--- config.mk ---
export PLATFORM = sky130hd
export DESIGN_NAME = carb_ctrl
export DESIGN_NICKNAME = d
export VERILOG_FILES = /design/src/design/carb_pkg.sv /design/src/design/carb_ctrl.sv
export SDC_FILE = /design/constraint.sdc
export NUM_CORES = 1
export LEC_CHECK = 0
export ABC_AREA = 1
export BUFFER_PORTS_ARGS = -buffer_cell sky130_fd_sc_hd__buf_2
export CAP_MARGIN = 10
export CELL_PAD_IN_SITES_DETAIL_PLACEMENT = 1
export CELL_PAD_IN_SITES_GLOBAL_PLACEMENT = 1
export CORE_AREA = 2 2 39 41
export DETAILED_ROUTE_END_ITERATION = 6
export DIE_AREA = 0 0 41 43
export GPL_ROUTABILITY_DRIVEN = 1
export PLACE_DENSITY_LB_ADDON = 0.3
export SKIP_CTS_REPAIR_TIMING = 1
export SLEW_MARGIN = 20
export SYNTH_ARGS = -nofsm -noshare
export SYNTH_HDL_FRONTEND = slang
export SYNTH_SLANG_ARGS = --single-unit
--- constraint.sdc ---
create_clock -name clk -period 0.82 [get_ports clk]
set_input_delay 0.041 -clock clk [delete_from_list [all_inputs] [get_ports clk]]
set_output_delay 0.041 -clock clk [all_outputs]
set_load 0.01 [all_outputs]
--- src/design/carb_pkg.sv ---
// ----------------------------------------------------------------------------
// carb_pkg: shared definitions for the chunked audio ring buffer
// Field widths, register codes, item kinds, result codes, the controller
// state type and the command and status bundles between controller and
// datapath.
// ----------------------------------------------------------------------------
`default_nettype none

package carb_pkg;

	// Default ring size; the top level exposes it as a parameter.
	localparam int RING_CHUNKS_DEF  = 8;

	// Chunk geometry. Both are powers of two, so a store address is the
	// concatenation {slot, frame, channel}.
	localparam int MAX_CHUNK_FRAMES = 256;
	localparam int FRAME_W          = 8;
	localparam int MAX_CHANNELS     = 8;
	localparam int CHAN_W           = 3;
	localparam int SAMPLE_BITS      = 16;

	// Item field widths.
	localparam int KIND_W           = 2;
	localparam int STATUS_W         = 2;

	// Configuration registers.
	localparam int CFG_FRAMES_W     = 9;
	localparam int CFG_CHANS_W      = 4;
	localparam logic [CFG_FRAMES_W-1:0] CHUNK_FRAMES_RST = 9'd256;
	localparam logic [CFG_CHANS_W-1:0]  CHANNELS_RST     = 4'd2;

	// APB port geometry.
	localparam int PADDR_W          = 3;
	localparam int PDATA_W          = 32;

	// Register index codes.
	typedef enum logic [0:0] {
		REG_CHUNK_FRAMES = 1'b0,
		REG_CHANNELS     = 1'b1
	} reg_idx_t;

	// Item kinds.
	typedef enum logic [KIND_W-1:0] {
		KIND_WRITE  = 2'd0,
		KIND_COMMIT = 2'd1,
		KIND_READ   = 2'd2
	} kind_t;

	// Result status codes.
	typedef enum logic [STATUS_W-1:0] {
		STATUS_OK       = 2'd0,
		STATUS_OVERFLOW = 2'd1,
		STATUS_UNDERRUN = 2'd2
	} status_t;

	// Controller states.
	typedef enum logic [1:0] {
		ST_CLEAR,
		ST_IDLE,
		ST_READ
	} state_t;

	// Commands from controller to datapath.
	typedef struct packed {
		logic clear_en;
		logic accept;
		logic read_done;
	} carb_cmd_t;

	// Status from datapath to controller.
	typedef struct packed {
		logic clear_done;
		logic res_free;
	} carb_sts_t;

	// One result item.
	typedef struct packed {
		logic signed [SAMPLE_BITS-1:0] sample_out;
		status_t                       status;
		logic                          last_of_chunk;
	} result_t;

endpackage

`default_nettype wire

--- src/design/carb_ctrl.sv ---
// ----------------------------------------------------------------------------
// carb_ctrl: controller state machine
// Runs the store clearing sweep after reset, accepts items when the result
// stage has room and waits in the read state on the store for each read item.
// ----------------------------------------------------------------------------
`default_nettype none

module carb_ctrl
	import carb_pkg::*;
(
	input  wire logic      clk,
	input  wire logic      arst_n,
	input  wire logic      in_valid,
	input  wire logic      in_is_read,
	input  wire carb_sts_t sts,
	output logic           in_ready,
	output carb_cmd_t      cmd
);

	state_t state_q;
	state_t state_d;

	// Next state.
	always_comb begin
		state_d = state_q;
		unique case (state_q)
			ST_CLEAR: begin
				if (sts.clear_done) begin
					state_d = ST_IDLE;
				end
			end
			ST_IDLE: begin
				if (in_valid && in_ready && in_is_read) begin
					state_d = ST_READ;
				end
			end
			ST_READ: begin
				state_d = ST_IDLE;
			end
			default: begin
				state_d = ST_IDLE;
			end
		endcase
	end

	// Outputs.
	always_comb begin
		in_ready      = 1'b0;
		cmd.clear_en  = 1'b0;
		cmd.read_done = 1'b0;
		unique case (state_q)
			ST_CLEAR: begin
				cmd.clear_en = 1'b1;
			end
			ST_IDLE: begin
				in_ready = sts.res_free;
			end
			ST_READ: begin
				cmd.read_done = 1'b1;
			end
			default: begin
				in_ready = 1'b0;
			end
		endcase
		cmd.accept = in_ready && in_valid;
	end

	// State register.
	always_ff @(posedge clk or negedge arst_n) begin
		if (!arst_n) begin
			state_q <= ST_CLEAR;
		end else begin
			state_q <= state_d;
		end
	end

	// A read always completes in the cycle after it was accepted.
	a_read_one_cycle: assert property (@(posedge clk) disable iff (!arst_n)
		(state_q == ST_READ) |=> (state_q == ST_IDLE))
		else $error("read state held for more than one cycle");

	// No transaction is taken while the store is being cleared.
	a_no_accept_in_clear: assert property (@(posedge clk) disable iff (!arst_n)
		(state_q == ST_CLEAR) |-> !cmd.accept)
		else $error("transaction accepted during clearing sweep");

	// A transaction is only taken while the result stage has room.
	a_accept_room: assert property (@(posedge clk) disable iff (!arst_n)
		cmd.accept |-> sts.res_free)
		else $error("transaction accepted with the result stage full");

endmodule

`default_nettype wire

# --- Yosys cells after proc, flatten, opt, wreduce, memory -nomap -nowiden ---
# Index checks and enable logic that the tools add are counted.
classes:
  add_sub_neg: 0
  n_mul: 0
  n_div: 0
  magnitude_cmp: 0
  n_eq_ne: 4
  shift: 0
  n_mux: 6
  n_bitwise: 0
  n_reduce_logical: 4
ops:
  columns: ["cell", "count"]
  rows:
  - ["2-bit 2-to-1 mux", 2]
  - ["2-bit != test, second input constant", 2]
  - ["2-bit case mux with 2 select lines", 1]
  - ["1-bit 2-to-1 mux", 3]
  - ["2-bit by 1-bit == test with 1-bit output, second input constant", 1]
  - ["2-bit == test, second input constant", 1]
  - ["1-bit logical AND", 2]
  - ["2-bit zero test", 1]
  - ["2-bit AND reduction", 1]
totals:
  regBits: 2
  latch_bits: 0
  ram_bits: 0
  mem_bits_ro: 0
  input_bits: 6
  output_inout_bits: 4
  n_memories: 0

# --- Logic depth before layout (Yosys ltp) ---
depth:
  word_depth: 6
  ltp_mapped: 4
  depth_no_buf: 4

# --- Least setup slack after synthesis ---
# No wires, ideal clock.
synth_path:
  path_type: "reg2reg"
  start: "reg state_q[1]"
  end: "reg state_q[0]"
  setup_ns: 0.122
  arrival_time_ns: 0.672
  required_time_ns: 0.698
  path_slack_ns: 0.026
  stages_incl_launch_ff: 5
  period_less_slack_ns: 0.794
  path_cell_list: "dfrtp_1 -> inv_1 -> nand4_2 -> nor2_2 -> nor2_1"
synth_between:
  elab_chain_len: 6
  elab_cells_between_ends: 9
  classes_between: "3 x eq/ne; 2 x mux; 4 x reduce/logical"
synth_lines:
  columns: ["item", "line", "rtl"]
  rows:
  - ["start: declaration", "carb_ctrl.sv:20", "state_t state_q;"]
  - ["start signal: assignment", "carb_ctrl.sv:73", "state_q <= state_d;"]
  - ["2-bit by 1-bit == test with 1-bit output", "carb_ctrl.sv:26, carb_ctrl.sv:51", null]
  - ["1-bit 2-to-1 mux", "carb_ctrl.sv:51", "unique case (state_q)"]
  - ["1-bit logical AND (2 in a row)", "carb_ctrl.sv:33", "if (in_valid && in_ready && in_is_read) begin"]
  - ["2-bit != test (no line)", null, null]
  - ["2-bit AND reduction (no line)", null, null]
# Several ways; a longest one is shown, not always the timed one.
# A chain may end at the register's enable or synchronous reset.

# --- Worst setup path in the final report ---
layout_path:
  start: "reg state_q[0]"
  end: "out in_ready"
layout_between:
  elab_chain_len: 2
layout_lines:
  columns: ["item", "line", "rtl"]
  rows:
  - ["2-bit by 1-bit == test with 1-bit output", "carb_ctrl.sv:51", null]
  - ["1-bit 2-to-1 mux", "carb_ctrl.sv:51", null]
  - ["end: declaration", "carb_ctrl.sv:16", "output logic in_ready,"]
# No other way between the ends.

==> results.md <==
* First-pass GRT wire length at 545 um
* Clock Skews at 0.0001350 ns
* Post-layout nets at 33
* Final worst-path cycle share at 123.6%
* Share of layout cells above drive strength 1 at 68.00%
* Final Hold Vio Count at 0
* Placed cell area at ~170 um2
* # Max-Cap Violations at 0
* Crit-path slowest cell: dfrtp_2
* Row cnt at 14
* Final Instance Count excl. Fillers at 41
* Crit start category: flip-flop
* Router iterations before antenna repair at 1
* Failing checks: setup timing
* Grt ovf at 0
* DRT Wirelength at about 330 um
* Delay of the slowest critical-path stage at 0.42 ns
* N_diodes at 0
* Placed Cells at 37
* Die Y at 43 um
* Setup TNS at -0.6158 ns
* Final setup violation count at 5
* Syn Area/Cell at 8.654 um2
* P&R area growth vs syn at 101.2%
* Total power at slightly below 0.4 mW
* Critical path origin: state_q[0]$_DFFE_PN0P_
* Total CTS buffers at 3
* CTS Sinks at 2
* Post-synthesis sequential area ratio at 48.19%
* Status: finished, violations left
* Drt drc at 0
* Max-slew violation count at 0
* Arrival time at the worst endpoint at 0.97 ns
* Critical path buffers and inverters at 1
* Cells after Synth at 12
* Worst-Skew Late Latency at between 0.2 and 0.25 ns
* RD Place Congestion at around 0.54
* Cell Chain, Critical Path: and3_2 > buf_6
* # H-tree levels at 1
* Commonest non-fill, non-tap cell in the layout: buf_2
* Fin crit period at 1.014 ns
* Final instance area at 209.0 um2
* Largest net degree at the start of global routing at 6
* Measured slew at the worst slew-check pin at 0.1498 ns
* Largest register FFs at 2
* First DRT Iteration DRCs at 0
* Critical path class: flip-flop to output pin
* Initial antenna violation count at 0
* Post-layout util at around 15%
* Initial Utilization at 7.505%
* Mapped Area at 103.9 um2
* Final setup margin at -0.1935 ns
* Vias in the first global route at 146
* Unrepaired setup endpoints after global routing: yes
* Largest registers: state_q: 2 flops
* CP max FO at 5
* Final ANT Viol Nets at 0
* Total Die Area at 0.001763 mm2
* Hold Path Class: input pin to flip-flop
* Hold_sp: in_is_read
* Min Hold Slack at ~0.054 ns
* VDD IR max at 0.4421 mV
* R2r startpoint: state_q[1]$_DFFE_PN0P_
* Die W at 41 um
* Setup WS pre-CTS at -0.04724 ns
* Top delay family on crit path: flip-flops
* Drt wl/cell at approximately 8 um
* Synthesized net count at 18
* Top reg by flops: state_q
* Clk buf depth at 2
* Vias/cell at 3.024
* Ys Warns at 0
* Critical path capture point type: output pin
* Leakage at 0.1165 nW
* Boundary pin count at 10
* P per Cell Area at 1873 mW/mm2
* Yosys cell types at 7
* Total GRT Usage at 5.221%
* CTS tree: built
* Clock root cell: clkbuf_4
* Slew headroom at 89.94%
* Clock slew at reported path FFs at 0.03 ns
* Placeable core area at around 0.0014 mm2
* Port buffer count at 9
* Worst Path Required at 0.78 ns
* Vias at 124
* Most frequent cells in the layout: buf_2 (8), nor2_1 (3), clkbuf_4 (3), inv_1 (2)
* Fmax at 0.9867 GHz
* #FFs+latches synth at 2
==> area by class of cell <==
| class | count | area [um2] |
|---|---|---|
| fillers | 171 | 1175 |
| repair buffers | 10 | 61.31 |
| flip-flops and latches | 2 | 51.30 |
| multi-input cells | 7 | 42.54 |
| clock buffers | 3 | 22.52 |
| well taps | 16 | 20.02 |
| inverters | 3 | 11.26 |
==> final timing paths <==
| kind | endpoint | slack [ns] | depth (start not counted) |
|---|---|---|---|
| worst max-delay path | in_ready | -0.19 | 2 |
| min in group asynchronous | state_q[1]$_DFFE_PN0P_ | 0.14 | 2 |
| worst min-delay path | state_q[1]$_DFFE_PN0P_ | 0.05 | 3 |
| max in group asynchronous | state_q[0]$_DFFE_PN0P_ | 0.57 | 2 |
| worst max register to register | state_q[0]$_DFFE_PN0P_ | -0.03 | 4 |
| worst min register to register | state_q[0]$_DFFE_PN0P_ | 0.57 | 2 |
==> synth_stat cells <==
cell / n / area, um2
nor3_1: 1 / 5.000
inv_1: 3 / 11.26
and3_2: 1 / 7.510
nand4_2: 1 / 12.51
nor2_2: 1 / 6.260
dfrtp_1: 2 / 50.05
nor2_1: 3 / 11.26
==> metal layers <==
metal  GRT usage [%]  up-vias  wire, um
met3           3.665        0        51
met2           5.625       10       123
li1                -       64         -
met5               0        -         0
met1           5.788       50       153
met4           6.000        0         0
==> cells by family after synthesis <==
| kind of cell | after synthesis | synth area share (%) |
|---|---|---|
| buf+inv | 3 | 10.84 |
| flops | 2 | 48.19 |
| simple gates | 7 | 40.96 |
==> report_power, final <==
group          total (mW)  internal (mW)  switching [mW]
Clock               0.211          0.161          0.0505
Combinational      0.0654         0.0361          0.0293
Sequential          0.114          0.107         0.00791
Total               0.391          0.304          0.0877
==> worst reg2reg max path: cells and delay by family (launching register included) <==
kind	cells	cell delay [ns]
and+or+nand+nor	3	0.26
DFF	1	0.39
buffers and inverters	1	0.08
No activity file was read; power rests on OpenSTA's default activity.
